File: src/hdl/iokf_pkg.sv
// ----------------------------------------------------------------------------
// iokf_pkg
// Shared types and constants for the IPv4 header option kind filter.
// ----------------------------------------------------------------------------
package iokf_pkg;

	localparam int unsigned IDX_W      = 6;
	localparam logic [5:0]  IDX_MAX    = 6'd63;
	localparam logic [5:0]  OPT_START  = 6'd20;
	localparam logic [3:0]  MIN_IHL    = 4'd5;
	localparam logic [7:0]  KIND_EOL   = 8'd0;
	localparam logic [7:0]  KIND_NOP   = 8'd1;
	localparam logic [7:0]  TRIG_RESET = 8'd66;

	typedef enum logic [1:0] {
		PH_KIND = 2'd0,
		PH_LEN  = 2'd1,
		PH_SKIP = 2'd2
	} phase_t;

	typedef enum logic [2:0] {
		C_NOOPT     = 3'd0,
		C_NOMATCH   = 3'd1,
		C_ZEROLEN   = 3'd2,
		C_MATCH     = 3'd3,
		C_MALFORMED = 3'd4
	} cause_t;

	// one header byte beat
	typedef struct packed {
		logic [7:0] hdr_byte;
		logic       first;
		logic       last;
	} beat_t;

	// option walk state
	typedef struct packed {
		logic [IDX_W-1:0] byte_index;
		logic [3:0]       header_words;
		phase_t           parse_phase;
		logic [7:0]       skip_left;
		logic [7:0]       held_kind;
		logic             decided;
		cause_t           verdict_cause;
	} walk_state_t;

endpackage

File: src/hdl/ipv4_option_kind_filter_core.sv
// ----------------------------------------------------------------------------
// ipv4_option_kind_filter_core
// Walks the option area of an IPv4 header, one byte per beat, and gives an
// accept/drop verdict with its cause on the beat marked last.
//
//  channel  | handshake             | payload
//  ---------+-----------------------+------------------------------
//  in       | in_valid / in_stall   | hdr_byte[7:0], first, last
//  out      | out_valid / out_stall | drop, cause[2:0]
//  cfg      | cfg_valid / cfg_ready | cfg_data[7:0] (trigger kind)
//
// One beat per cycle while in_stall is low. Each beat is registered in the
// input stage, where the walker updates; the verdict enters the output
// register as the last beat leaves. Reset clears all control state and
// sets the trigger to 66. in_stall rises only while a verdict waits in the
// output register and a last beat is held in input; other beats keep moving.
// ----------------------------------------------------------------------------
module ipv4_option_kind_filter_core #(
	parameter int unsigned MAX_HDR_BYTES = 60
) (
	input  logic       clk,
	input  logic       arst_n,
	input  logic       in_valid,
	output logic       in_stall,
	input  logic [7:0] hdr_byte,
	input  logic       first,
	input  logic       last,
	output logic       out_valid,
	input  logic       out_stall,
	output logic       drop,
	output logic [2:0] cause,
	input  logic       cfg_valid,
	output logic       cfg_ready,
	input  logic [7:0] cfg_data
);

	logic             valid_s1;
	iokf_pkg::beat_t  beat_s1;
	logic             adv_s1;
	logic             accept;
	logic [7:0]       trigger_q;
	iokf_pkg::cause_t walk_cause;
	logic             out_valid_q;
	logic             drop_q;
	logic [2:0]       cause_q;

	assign cfg_ready = 1'b1;
	assign adv_s1    = valid_s1 && (!beat_s1.last || !out_valid_q || !out_stall);
	assign in_stall  = valid_s1 && !adv_s1;
	assign accept    = in_valid && !in_stall;

	always_ff @(posedge clk or negedge arst_n) begin
		if (!arst_n)
			trigger_q <= iokf_pkg::TRIG_RESET;
		else if (cfg_valid && cfg_ready)
			trigger_q <= cfg_data;
	end

	always_ff @(posedge clk or negedge arst_n) begin
		if (!arst_n)
			valid_s1 <= 1'b0;
		else if (accept)
			valid_s1 <= 1'b1;
		else if (adv_s1)
			valid_s1 <= 1'b0;
	end

	always_ff @(posedge clk) begin
		if (accept) begin
			beat_s1.hdr_byte <= hdr_byte;
			beat_s1.first    <= first;
			beat_s1.last     <= last;
		end
	end

	iokf_walker #(
		.MAX_HDR_BYTES(MAX_HDR_BYTES)
	) u_walker (
		.clk         (clk),
		.arst_n      (arst_n),
		.en          (adv_s1),
		.beat        (beat_s1),
		.trigger_kind(trigger_q),
		.cause       (walk_cause)
	);

	always_ff @(posedge clk or negedge arst_n) begin
		if (!arst_n)
			out_valid_q <= 1'b0;
		else if (adv_s1 && beat_s1.last)
			out_valid_q <= 1'b1;
		else if (!out_stall)
			out_valid_q <= 1'b0;
	end

	always_ff @(posedge clk) begin
		if (adv_s1 && beat_s1.last) begin
			drop_q  <= (walk_cause == iokf_pkg::C_MATCH);
			cause_q <= walk_cause;
		end
	end

	assign out_valid = out_valid_q;
	assign drop      = drop_q;
	assign cause     = cause_q;

endmodule

File: src/hdl/iokf_walker.sv
// ----------------------------------------------------------------------------
// iokf_walker
// Option area walker: updates the per-header state on each beat and gives
// the verdict cause for a beat marked last.
// ----------------------------------------------------------------------------
module iokf_walker #(
	parameter int unsigned MAX_HDR_BYTES = 60
) (
	input  logic           clk,
	input  logic           arst_n,
	input  logic           en,
	input  iokf_pkg::beat_t beat,
	input  logic [7:0]     trigger_kind,
	output iokf_pkg::cause_t cause
);

	localparam logic [5:0] AREA_MAX = 6'(MAX_HDR_BYTES);

	iokf_pkg::walk_state_t st_q;
	iokf_pkg::walk_state_t nxt;
	logic [5:0]            hdr_len;
	logic [5:0]            area_end;
	logic                  in_area;

	assign hdr_len  = {st_q.header_words, 2'b00};
	assign area_end = (hdr_len > AREA_MAX) ? AREA_MAX : hdr_len;
	assign in_area  = !st_q.decided && (st_q.header_words > iokf_pkg::MIN_IHL) &&
	                  (st_q.byte_index >= iokf_pkg::OPT_START) &&
	                  (st_q.byte_index < area_end);

	always_comb begin
		nxt   = st_q;
		cause = iokf_pkg::C_NOMATCH;
		if (beat.first) begin
			nxt.header_words  = beat.hdr_byte[3:0];
			nxt.byte_index    = '0;
			nxt.parse_phase   = iokf_pkg::PH_KIND;
			nxt.skip_left     = '0;
			nxt.held_kind     = '0;
			nxt.decided       = 1'b0;
			nxt.verdict_cause = iokf_pkg::C_NOMATCH;
		end else if (in_area) begin
			case (st_q.parse_phase)
				iokf_pkg::PH_LEN: begin
					if (beat.hdr_byte == 8'd0) begin
						nxt.decided       = 1'b1;
						nxt.verdict_cause = iokf_pkg::C_ZEROLEN;
					end else if (st_q.held_kind == trigger_kind) begin
						nxt.decided       = 1'b1;
						nxt.verdict_cause = iokf_pkg::C_MATCH;
					end else if (beat.hdr_byte == 8'd1) begin
						nxt.parse_phase = iokf_pkg::PH_KIND;
					end else begin
						nxt.skip_left   = beat.hdr_byte - 8'd2;
						nxt.parse_phase = (beat.hdr_byte != 8'd2) ? iokf_pkg::PH_SKIP
						                                          : iokf_pkg::PH_KIND;
					end
				end
				iokf_pkg::PH_SKIP: begin
					nxt.skip_left = st_q.skip_left - 8'd1;
					if (st_q.skip_left == 8'd1)
						nxt.parse_phase = iokf_pkg::PH_KIND;
				end
				default: begin
					// unused phase code behaves as expect kind
					if (beat.hdr_byte == iokf_pkg::KIND_NOP) begin
						nxt.parse_phase = iokf_pkg::PH_KIND;
					end else if (beat.hdr_byte == iokf_pkg::KIND_EOL) begin
						nxt.decided       = 1'b1;
						nxt.verdict_cause = iokf_pkg::C_NOMATCH;
					end else begin
						nxt.held_kind   = beat.hdr_byte;
						nxt.parse_phase = iokf_pkg::PH_LEN;
					end
				end
			endcase
		end

		if (st_q.byte_index != iokf_pkg::IDX_MAX && !beat.first)
			nxt.byte_index = st_q.byte_index + 6'd1;
		else if (beat.first)
			nxt.byte_index = 6'd1;

		if (nxt.decided)
			cause = nxt.verdict_cause;
		else if (nxt.header_words <= iokf_pkg::MIN_IHL)
			cause = iokf_pkg::C_NOOPT;
		else if (nxt.parse_phase == iokf_pkg::PH_LEN)
			cause = iokf_pkg::C_MALFORMED;
		else
			cause = iokf_pkg::C_NOMATCH;

		// verdict given: ignore bytes until the next first
		if (beat.last) begin
			nxt.header_words  = '0;
			nxt.parse_phase   = iokf_pkg::PH_KIND;
			nxt.skip_left     = '0;
			nxt.decided       = 1'b0;
			nxt.verdict_cause = iokf_pkg::C_NOMATCH;
		end
	end

	always_ff @(posedge clk or negedge arst_n) begin
		if (!arst_n) begin
			st_q.byte_index    <= '0;
			st_q.header_words  <= '0;
			st_q.parse_phase   <= iokf_pkg::PH_KIND;
			st_q.skip_left     <= '0;
			st_q.held_kind     <= '0;
			st_q.decided       <= 1'b0;
			st_q.verdict_cause <= iokf_pkg::C_NOMATCH;
		end else if (en) begin
			st_q <= nxt;
		end
	end

endmodule

File: config.mk
export PLATFORM = sky130hd
export DESIGN_NAME = ipv4_option_kind_filter_core
export DESIGN_NICKNAME = d
export VERILOG_FILES = /design/src/hdl/iokf_pkg.sv /design/src/hdl/ipv4_option_kind_filter_core.sv /design/src/hdl/iokf_walker.sv
export SDC_FILE = /design/constraint.sdc
export NUM_CORES = 1
export LEC_CHECK = 0
export BUFFER_PORTS_ARGS = -buffer_cell sky130_fd_sc_hd__buf_2
export CAP_MARGIN = 20
export CELL_PAD_IN_SITES_DETAIL_PLACEMENT = 0
export CELL_PAD_IN_SITES_GLOBAL_PLACEMENT = 1
export CORE_ASPECT_RATIO = 1.1
export CORE_MARGIN = 1
export CORE_UTILIZATION = 47
export DETAILED_ROUTE_END_ITERATION = 6
export PLACE_DENSITY = 0.8
export SLEW_MARGIN = 30
export SYNTH_ARGS = -nofsm -noshare
export SYNTH_HDL_FRONTEND = slang
export SYNTH_HIERARCHICAL = 1
export SYNTH_SLANG_ARGS = --single-unit
File: constraint.sdc
create_clock -name clk -period 3.2 [get_ports clk]
set_clock_uncertainty 0.1 [all_clocks]
set_input_delay 0.64 -clock clk [delete_from_list [all_inputs] [get_ports clk]]
set_output_delay 0.64 -clock clk [all_outputs]
set_load 0.01 [all_outputs]
==> results of run 1 <==
## through the flow
stage,utilization,hold slack [ns],area [um^2]
finish,0.5498,0.1796,3467
detailed placement,0.5343,0.3987,3369
CTS,0.5494,0.3862,3465
floorplan,-,0.2444,3141
global route,0.5498,0.2189,3467
global placement,0.5343,0.3818,3369
## cell families (layout without fill, tap and decap cells)
logic type	Yosys count	count (layout)
adders and majority gates	10	10
xor gates and xnor gates	19	19
other	1	1
DFF	56	56
muxes	12	12
buffers and inverters	31	63
AOI/OAI and AO/OA	83	83
and+or+nand+nor	90	90
## worst min-delay path by stage
| stage | startpoint | to | depth (start not counted) |
|---|---|---|---|
| detailed placement | u_walker/st_q[2] | u_walker/st_q[2] | 2 |
| floorplan | arst_n | out_valid | 0 |
| global route | arst_n | u_walker/st_q[16] | 1 |
| global placement | u_walker/st_q[18] | u_walker/st_q[18] | 1 |
| CTS | arst_n | u_walker/st_q[18] | 1 |
| finish | arst_n | u_walker/st_q[15] | 1 |
## routing by layer
layer	vias to the layer above	wire length, um
met5	-	0
li1	1173	-
met2	66	2925
met1	1120	3243
met3	13	300
met4	0	115
## state kept, by name (all words and copies together), names as in the netlist
signal and count:
beat_s1 10, cause 3, drop 1, out_valid 1, trigger_q 8, u_walker/hdr_len 4, u_walker/st_q 28, valid_s1 1
## power by group through the flow
stage | sequential [uW] | clock, uW | combinational (uW)
floorplan | 836 | 0 | 154
global placement | 850 | 0 | 209
detailed placement | 850 | 0 | 210
CTS | 836 | 427 | 211
global route | 845 | 457 | 235
finish | 836 | 414 | 210
## worst max-delay path, stage by stage (launching register included)
cell,delay [ns]
sky130_fd_sc_hd__dfrtp_1,0.45
sky130_fd_sc_hd__ha_1,0.42
sky130_fd_sc_hd__nor2_1,0.07
sky130_fd_sc_hd__a41oi_1,0.39
sky130_fd_sc_hd__o22ai_1,0.16
sky130_fd_sc_hd__a21o_1,0.17
sky130_fd_sc_hd__a221o_1,0.36
sky130_fd_sc_hd__nand2b_4,0.15
sky130_fd_sc_hd__o31ai_2,0.25
sky130_fd_sc_hd__nor2_1,0.07
## final cells by class
| cell class | instances | area, um^2 | area share |
|---|---|---|---|
| multi-input combinational | 215 | 1534 | 0.4424 |
| tap | 80 | 100.1 | 0.02887 |
| sequential | 56 | 1475 | 0.4255 |
| timing repair buffer | 33 | 180.2 | 0.05197 |
| clock buffer | 5 | 68.82 | 0.01985 |
| inverter | 22 | 82.58 | 0.02382 |
| clock inverter | 3 | 26.28 | 0.007578 |
## cells in the final DEF, fill, tap and decap left out, types with 2 or more instances in the layout
cell,netlist,final
sky130_fd_sc_hd__dfrtp_1,39,39
sky130_fd_sc_hd__buf_2,3,27
sky130_fd_sc_hd__nand2_1,26,26
sky130_fd_sc_hd__inv_1,22,22
sky130_fd_sc_hd__nor2_1,17,17
sky130_fd_sc_hd__xnor2_1,15,15
sky130_fd_sc_hd__a21oi_1,14,14
sky130_fd_sc_hd__edfxtp_1,14,14
sky130_fd_sc_hd__ha_1,10,10
sky130_fd_sc_hd__o21ai_0,9,9
sky130_fd_sc_hd__o22ai_1,9,9
sky130_fd_sc_hd__a22o_1,9,9
sky130_fd_sc_hd__nor3_1,9,9
sky130_fd_sc_hd__mux2_4,8,8
sky130_fd_sc_hd__nand3_1,8,8
sky130_fd_sc_hd__buf_4,1,6
sky130_fd_sc_hd__clkbuf_8,0,5
sky130_fd_sc_hd__o21ai_1,5,5
sky130_fd_sc_hd__nand4_1,4,4
sky130_fd_sc_hd__nand2b_1,4,4
sky130_fd_sc_hd__a211o_1,4,4
sky130_fd_sc_hd__a21o_1,4,4
sky130_fd_sc_hd__mux2i_1,4,4
sky130_fd_sc_hd__xor2_1,4,4
sky130_fd_sc_hd__a31oi_1,3,3
sky130_fd_sc_hd__and2_1,3,3
sky130_fd_sc_hd__dfstp_2,3,3
sky130_fd_sc_hd__or3_1,3,3
sky130_fd_sc_hd__a22oi_1,3,3
sky130_fd_sc_hd__nor4_1,3,3
sky130_fd_sc_hd__a32o_1,3,3
sky130_fd_sc_hd__inv_6,0,2
sky130_fd_sc_hd__o21a_1,2,2
sky130_fd_sc_hd__or3_4,2,2
sky130_fd_sc_hd__and3_1,2,2
sky130_fd_sc_hd__o2bb2ai_1,2,2
sky130_fd_sc_hd__nor3b_1,2,2
==> results by group, run 1 <==
Run status
  • Result of the run: finished, final reports clean

Critical path
  • R2r endpoint: drop
  • CP max FO: 6
  • Worst reg-to-reg path cell count: 9
  • R2r startpoint: u_walker/st_q[21]
  • Crit path launch: u_walker/st_q[21]
  • Data arrival time of the critical path: about 2.8 ns
  • R2R setup slack: 0.36 ns
  • Kind of start point of the critical path: register
  • Endpoint class of the critical path: register
  • Required time at the endpoint of the critical path: 3.18 ns
  • Endpoint of the most critical setup path: drop
  • Critical Setup Path Class: register to register

STA
  • Number of failing setup endpoints in the final timing report: 0
  • Tightest Pin Transition: 0.5901 ns
  • Accumulated negative setup slack: 0 ns
  • Number of slew-limit violations in the final report: 0
  • Number of endpoints with negative hold slack in the final report: 0
  • Final critical delay including setup and external delays: 2.837 ns
  • RSZ-0062 raised after global routing: no
  • Ratio of final minimum period to clock period: 0.8866
  • Relative slew margins: 0.6048
  • F_max: 352.5 MHz
  • Final WS setup: 0.3628 ns

Detailed routing
  • Final routed wire length divided by cell count: 15.91 um
  • Final routed DRC violation total: 0
  • Number of optimization iterations in the first detailed-route pass: 4
  • Via density per instance: 5.729
  • Number of violations reported at the end of detailed-routing iteration 0: 241
  • Number of routed nets with antenna violations: 0
  • Routed WL: 6585 um
  • Total via count after detailed routing: 2,372

Run
  • Number of violations of the max-capacitance limit: 0

Global route
  • Global-route met1 utilization: 0.3013
  • Met2 Usage GRT: 0.3209
  • Number of global-route vias before repair: 2,354
  • Pin count of the biggest net entering global routing: 43
  • Total routing usage reported by global routing: 0.2093
  • Routing usage on met3: 0.03542
  • Global-route wire length before repair: 11,270 um
  • Busiest layer in global routing: met2
  • Number of antenna violations at the first check in global routing: 0
  • Global route total overflow: 0

Power and ir drop
  • Power share of the combinational group: 0.144
  • Leak: ~0.0015 uW
  • Part of the power in registers: 0.573
  • Fraction of power spent switching nets: 0.2868
  • Power spent charging and discharging nets: 418.7 uW
  • Relative contribution of the clock network to total power: 0.284
  • Power Dens Cells: between 400 and 500 mW/mm^2
  • Peak supply drop: 0.2403 mV
  • Cell internal power dissipation: 1041 uW
  • Design Power: 1460 uW

Layout
  • Count of non-filler cells in the finished layout: 414
  • Fillcell total: 596
  • Signed area change from the synthesized netlist to the final layout: 10.40%
  • Number of nets at the end of the flow: ~370
  • Fraction of final layout cells with drive strength greater than 1: 0.1916
  • Final antenna diode count: 0

Yosys
  • Basic-gate share of the synthesized area counting and, or, nand and nor cells: 0.1506
  • Synth Flop Type: sky130_fd_sc_hd__dfrtp_1
  • Biggest area contributors in the synthesized netlist: sky130_fd_sc_hd__dfrtp_1 31%, sky130_fd_sc_hd__edfxtp_1 13%, sky130_fd_sc_hd__xnor2_1 4.2%, sky130_fd_sc_hd__ha_1 4.0%, sky130_fd_sc_hd__mux2_4 3.8%
  • Flop and latch count out of synthesis: 56
  • Biggest area consumer among synthesized cells: sky130_fd_sc_hd__dfrtp_1
  • Synthesized cell area: around 0.0031 mm^2
  • Post-synthesis mux area share: 0.05100
  • Top cells by instance count after synthesis: 39 x sky130_fd_sc_hd__dfrtp_1, 26 x sky130_fd_sc_hd__nand2_1, 22 x sky130_fd_sc_hd__inv_1
  • Post-synthesis sequential area ratio: 0.4697
  • Number of warning messages in the yosys log: 6
  • Mapped Nets: 335
  • Average instance area after synthesis: 10.40 um^2
  • Compound-gate portion of the synthesized area: 0.1928
  • Parity-gate share of the synthesized area counting xor and xnor cells: 0.05299
  • Adder-Cell Fraction of Synth Area: 0.03984
  • Fraction of synthesized cell area taken by the top area cell type: 0.3108
  • Cell count after synthesis: around 300
  • Count leader, synth: sky130_fd_sc_hd__dfrtp_1
  • Async set-reset flop share out of synthesis: 0.7500
  • Netlist cell types: 61
  • Post-synth EDFFs: 14
  • Main combinational cell family by area after synthesis: compound AO/OA/AOI/OAI gates

Clocking
  • Number of buffers created by CTS: 5
  • Clock tree from TritonCTS: built
  • Clock Latency Late Sink: between 0.3 and 0.4 ns
  • CTS-repair resized insts: 0
  • CTS hold repair buffers: 0
  • Deepest clock path buffer count: 2
  • Number of sinks driven by the clock tree: 56
  • H-tree depth reported by CTS: 2
  • # Post-CTS Setup Buffers: 0
  • Root buffer selected by CTS: sky130_fd_sc_hd__clkbuf_8
  • Clock Pin Slew Worst Setup and Hold Paths: 0.11 ns

Floorplanning
  • Die Wd: 79.94 um
  • Die area: 0.007014 mm^2
  • Standard-cell rows: 30
  • Core area: ~0.0063 mm^2
  • Initial cell density of the core: 0.4980
  • Die Span Y: ~90 um
  • Number of ports placed on the die boundary: 30

Placement
  • Detailed placement HPWL: between 4000 and 5000 um
  • Routability cong.: 0.8756
  • Buffers added on ports: 28
  • Count of placed standard cells including taps: 406
  • Pre-CTS worst setup slack: 0.3920 ns

Hold path
  • Hold/Removal Path Class: input pin to async pin
Note: power is estimated with default switching activity, not from simulation.
==> run 2, diff against run 1 <==
--- a/config.mk
+++ b/config.mk
@@ -5,15 +5,18 @@
 export SDC_FILE = /design/constraint.sdc
 export NUM_CORES = 1
 export LEC_CHECK = 0
+export ABC_AREA = 1
 export BUFFER_PORTS_ARGS = -buffer_cell sky130_fd_sc_hd__buf_2
 export CAP_MARGIN = 20
 export CELL_PAD_IN_SITES_DETAIL_PLACEMENT = 0
 export CELL_PAD_IN_SITES_GLOBAL_PLACEMENT = 1
 export CORE_ASPECT_RATIO = 1.1
 export CORE_MARGIN = 1
-export CORE_UTILIZATION = 47
+export CORE_UTILIZATION = 46
+export CTS_BUF_LIST = sky130_fd_sc_hd__clkbuf_8
 export DETAILED_ROUTE_END_ITERATION = 6
-export PLACE_DENSITY = 0.8
+export GPL_ROUTABILITY_DRIVEN = 0
+export PLACE_DENSITY = 0.82
 export SLEW_MARGIN = 30
 export SYNTH_ARGS = -nofsm -noshare
 export SYNTH_HDL_FRONTEND = slang
==> run 2 against run 1 <==
Net effect:
- first-iteration DRC count is 45% lower
- clock power down 8.9%
- global-route usage decreased by 0.21 points
- critical path depth grew 3
- critical endpoint is now u_walker/st_q[18]
- hold slack improved by 0.035 ns
- largest cell class is now flip-flops and latches
- maximum frequency is 20% higher
- combinational power is 9.5% lower
- cell area hardly changed
- sequential power fell by 3.0%
- synthesized cell count rose by 28%
- non-clock buffer count decreased by 4
==> results by group, run 2 <==
Run status
  • Result of the run: finished, final reports clean (unchanged)

Yosys
  • Average instance area after synthesis: 8.215 um^2 (was 10.40 um^2)
  • Netlist cell types: 42 (was 61)
  • Synthesized cell area: 0.003179 mm^2 (was 0.003141 mm^2)
  • Top cells by instance count after synthesis: 74 x sky130_fd_sc_hd__nand2_1, 71 x sky130_fd_sc_hd__inv_1, 39 x sky130_fd_sc_hd__dfrtp_1 (was 39 x sky130_fd_sc_hd__dfrtp_1, 26 x sky130_fd_sc_hd__nand2_1, 22 x sky130_fd_sc_hd__inv_1)
  • Biggest area consumer among synthesized cells: sky130_fd_sc_hd__dfrtp_1 (unchanged)
  • Number of warning messages in the yosys log: 6 (unchanged)
  • Synth Flop Type: sky130_fd_sc_hd__dfrtp_1 (unchanged)
  • Post-synthesis sequential area ratio: 0.4640 (was 0.4697)
  • Fraction of synthesized cell area taken by the top area cell type: 0.3070 (was 0.3108)
  • Count leader, synth: sky130_fd_sc_hd__nand2_1 (was sky130_fd_sc_hd__dfrtp_1)
  • Mapped Nets: 420 (was 335)
  • Post-synth EDFFs: 14 (unchanged)
  • Async set-reset flop share out of synthesis: 0.7500 (unchanged)
  • Cell count after synthesis: 387 (was 302)
  • Biggest area contributors in the synthesized netlist: sky130_fd_sc_hd__dfrtp_1 31%, sky130_fd_sc_hd__edfxtp_1 13%, sky130_fd_sc_hd__nand2_1 8.7%, sky130_fd_sc_hd__inv_1 8.4%, sky130_fd_sc_hd__o21ai_0 6.0% (was sky130_fd_sc_hd__dfrtp_1 31%, sky130_fd_sc_hd__edfxtp_1 13%, sky130_fd_sc_hd__xnor2_1 4.2%, sky130_fd_sc_hd__ha_1 4.0%, sky130_fd_sc_hd__mux2_4 3.8%)
  • Flop and latch count out of synthesis: 56 (unchanged)

Layout
  • Commonest non-fill, non-tap cell in the layout: sky130_fd_sc_hd__nand2_1 (was sky130_fd_sc_hd__dfrtp_1)
  • Register containing the most flip-flops in the final layout: u_walker/st_q (unchanged)
  • Largest registers: u_walker/st_q (28), beat_s1 (10), trigger_q (8) (unchanged)
  • Fraction of final layout cells with drive strength greater than 1: 0.1487 (was 0.1916)
  • Number of nets at the end of the flow: 449 (was 366)
  • Flip-flop count of the largest register, all copies and words added: 28 (unchanged)
  • Final antenna diode count: 0 (unchanged)
  • Signed area change from the synthesized netlist to the final layout: 9.130% (was 10.40%)
  • Most frequent cells in the layout: 74 x sky130_fd_sc_hd__nand2_1, 72 x sky130_fd_sc_hd__inv_1, 39 x sky130_fd_sc_hd__dfrtp_1, 38 x sky130_fd_sc_hd__o21ai_0, 27 x sky130_fd_sc_hd__buf_2 (was 39 x sky130_fd_sc_hd__dfrtp_1, 27 x sky130_fd_sc_hd__buf_2, 26 x sky130_fd_sc_hd__nand2_1, 22 x sky130_fd_sc_hd__inv_1, 17 x sky130_fd_sc_hd__nor2_1)

STA
  • Relative slew margins: 0.6246 (was 0.6048)
  • Tightest Pin Transition: 0.5630 ns (was 0.5901 ns)
  • Accumulated negative setup slack: 0 ns (unchanged)
  • RSZ-0062 raised after global routing: no (unchanged)
  • Ratio of final minimum period to clock period: 0.7361 (was 0.8866)
  • Hold slack: 0.2144 ns (was 0.1796 ns)
  • Final critical delay including setup and external delays: 2.355 ns (was 2.837 ns)
  • Number of slew-limit violations in the final report: 0 (unchanged)
  • Number of failing setup endpoints in the final timing report: 0 (unchanged)
  • F_max: 424.6 MHz (was 352.5 MHz)
  • Number of endpoints with negative hold slack in the final report: 0 (unchanged)

Hold path
  • Hold/Removal Path Class: input pin to async pin (unchanged)

Critical path
  • Data arrival time of the critical path: 2.48 ns (was 2.81 ns)
  • Critical Setup Path Class: register to register (unchanged)
  • Largest stage delay on the critical path: 0.43 ns (was 0.45 ns)
  • CP max FO: 16 (was 6)
  • Cell with the largest stage delay on the worst path: sky130_fd_sc_hd__dfrtp_1 (unchanged)
  • Required time at the endpoint of the critical path: 3.33 ns (was 3.18 ns)
  • Crit path top cell by count: sky130_fd_sc_hd__nand2_1 (was sky130_fd_sc_hd__nor2_1)
  • Cell family with most CP delay: compound AO/OA/AOI/OAI gates (unchanged)
  • Kind of start point of the critical path: register (unchanged)
  • Cells along the critical path: ha_1 -> nand2_1 -> nand2_1 -> nand2_1 -> nand2_1 -> nor2_4 -> inv_2 -> nor2_4 -> nand2_2 -> o21ai_4 -> o21ai_0 -> a22oi_2 (was ha_1 -> nor2_1 -> a41oi_1 -> o22ai_1 -> a21o_1 -> a221o_1 -> nand2b_4 -> o31ai_2 -> nor2_1)
  • Buffers & Inverters on Critical Path: 1 (was 0)
  • Endpoint class of the critical path: register (unchanged)

Global route
  • Met2 Usage GRT: 0.3538 (was 0.3209)
  • Global-route met1 utilization: 0.2726 (was 0.3013)
  • Global route total overflow: 0 (unchanged)
  • Pin count of the biggest net entering global routing: 43 (unchanged)
  • Number of global-route vias before repair: 2,468 (was 2,354)
  • Busiest layer in global routing: met2 (unchanged)
  • Global-route wire length before repair: 11,320 um (was 11,270 um)
  • Routing usage on met3: 0.03367 (was 0.03542)
  • Number of antenna violations at the first check in global routing: 0 (unchanged)
  • Total routing usage reported by global routing: 0.2073 (was 0.2093)

Placement
  • Detailed placement HPWL: 4989 um (was 4864 um)
  • Buffers added on ports: 28 (unchanged)

Detailed routing
  • Final routed DRC violation total: 0 (unchanged)
  • Total via count after detailed routing: 2,604 (was 2,372)
  • Number of routed nets with antenna violations: 0 (unchanged)
  • Number of violations reported at the end of detailed-routing iteration 0: 132 (was 241)
  • Via density per instance: 5.218 (was 5.729)
  • Routed WL: 6671 um (was 6585 um)
  • Final routed wire length divided by cell count: 13.37 um (was 15.91 um)
  • Number of optimization iterations in the first detailed-route pass: 4 (unchanged)

Run
  • Number of violations of the max-capacitance limit: 0 (unchanged)

Clocking
  • Deepest clock path buffer count: 2 (unchanged)
  • CTS-repair resized insts: 0 (unchanged)
  • Number of sinks driven by the clock tree: 56 (unchanged)
  • Number of buffers created by CTS: 5 (unchanged)
  • Clock tree from TritonCTS: built (unchanged)
  • Clock Latency Late Sink: 0.31 ns (was 0.32 ns)
  • CTS hold repair buffers: 0 (unchanged)
  • Clock Pin Slew Worst Setup and Hold Paths: 0.10 ns (was 0.11 ns)
  • # Post-CTS Setup Buffers: 0 (unchanged)
  • H-tree depth reported by CTS: 2 (unchanged)
  • Root buffer selected by CTS: sky130_fd_sc_hd__clkbuf_8 (unchanged)

Floorplanning
  • Die area: 0.007248 mm^2 (was 0.007014 mm^2)
  • Initial cell density of the core: 0.4793 (was 0.4980)
  • Die Wd: 81.27 um (was 79.94 um)
  • Die Span Y: 89.20 um (was 87.74 um)
  • Core area: 0.006633 mm^2 (was 0.006306 mm^2)
  • Number of ports placed on the die boundary: 30 (unchanged)
  • Standard-cell rows: 31 (was 30)

Power and ir drop
  • Peak supply drop: 0.2552 mV (was 0.2403 mV)
  • Leak: 0.001667 uW (was 0.001507 uW)
  • Power Dens Cells: 397.2 mW/mm^2 (was 421.1 mW/mm^2)
## run 2: cell types whose count changed after synthesis, sizes merged, moves of 5 or more
cell / change
or3: -5
mux2: -8
o21ai: +34
a22o: -9
nor2: +5
nand3: +19
xnor2: -12
nand2: +54
inv: +53
nand2b: -5
## run 2: final timing paths
kind | start | end | slack, ns | cells past startpoint
min in group clk | trigger_q[6] | trigger_q[6] | 0.39 | 2
max in group asynchronous | arst_n | u_walker/st_q[0] | 2.40 | 1
worst min register to register | trigger_q[6] | trigger_q[6] | 0.39 | 2
worst min-delay path | arst_n | trigger_q[4] | 0.21 | 1
worst max register to register | u_walker/st_q[29] | u_walker/st_q[18] | 0.84 | 12
worst max-delay path | u_walker/st_q[29] | u_walker/st_q[18] | 0.84 | 12
## run 2: per-layer routing
metal / up-vias / routed length (um)
met5: - / 0
met1: 1241 / 3275
met4: 0 / 82
met2: 32 / 3171
li1: 1323 / -
met3: 8 / 142
## run 2: worst reg2reg max path: stages (launching register included)
cell	delay (ns)
sky130_fd_sc_hd__dfrtp_1	0.43
sky130_fd_sc_hd__ha_1	0.30
sky130_fd_sc_hd__nand2_1	0.07
sky130_fd_sc_hd__nand2_1	0.04
sky130_fd_sc_hd__nand2_1	0.05
sky130_fd_sc_hd__nand2_1	0.08
sky130_fd_sc_hd__nor2_4	0.14
sky130_fd_sc_hd__inv_2	0.09
sky130_fd_sc_hd__nor2_4	0.12
sky130_fd_sc_hd__nand2_2	0.08
sky130_fd_sc_hd__o21ai_4	0.40
sky130_fd_sc_hd__o21ai_0	0.22
sky130_fd_sc_hd__a22oi_2	0.16
## run 2: cell type report
cell class	count	area, um^2
Clock inverter	3	15.01
Fill cell	683	3163
Tap cell	82	102.6
Inverter	75	281.5
Multi-Input combinational cell	249	1376
Timing Repair Buffer	29	150.1
Sequential cell	56	1475
Clock buffer	5	68.82
## run 2: metrics by stage
step           std cells  utilization  total power, uW  instance area, um^2  worst slack [ns]
2_1_floorplan        387            -            951.1                 3179             1.140
3_3_place_gp         491       0.5101             1015                 3383            0.8014
3_5_place_dp         491       0.5105             1017                 3386            0.6825
4_1_cts              499       0.5231             1395                 3470            0.8344
5_1_grt              499       0.5231             1452                 3470            0.6226
6_report             499       0.5231             1378                 3470            0.8446
## run 2: kinds of logic (layout without fill, tap and decap cells)
group | Yosys count | after routing | share of synthesized area
AND/OR/NAND/NOR | 147 | 147 | 0.2196
other | 1 | 1 | 0.001180
flip-flops | 56 | 56 | 0.4640
buffers and inverters | 82 | 112 | 0.1031
XOR/XNOR | 7 | 7 | 0.01928
adder cells (fa/ha/maj) | 10 | 10 | 0.03935
AO/OA/AOI/OAI | 84 | 84 | 0.1535
## run 2: power breakdown
part           switching, uW  internal (uW)
registers               33.8            777
logic                    124           65.7
clock network            228            149
total                    386            992
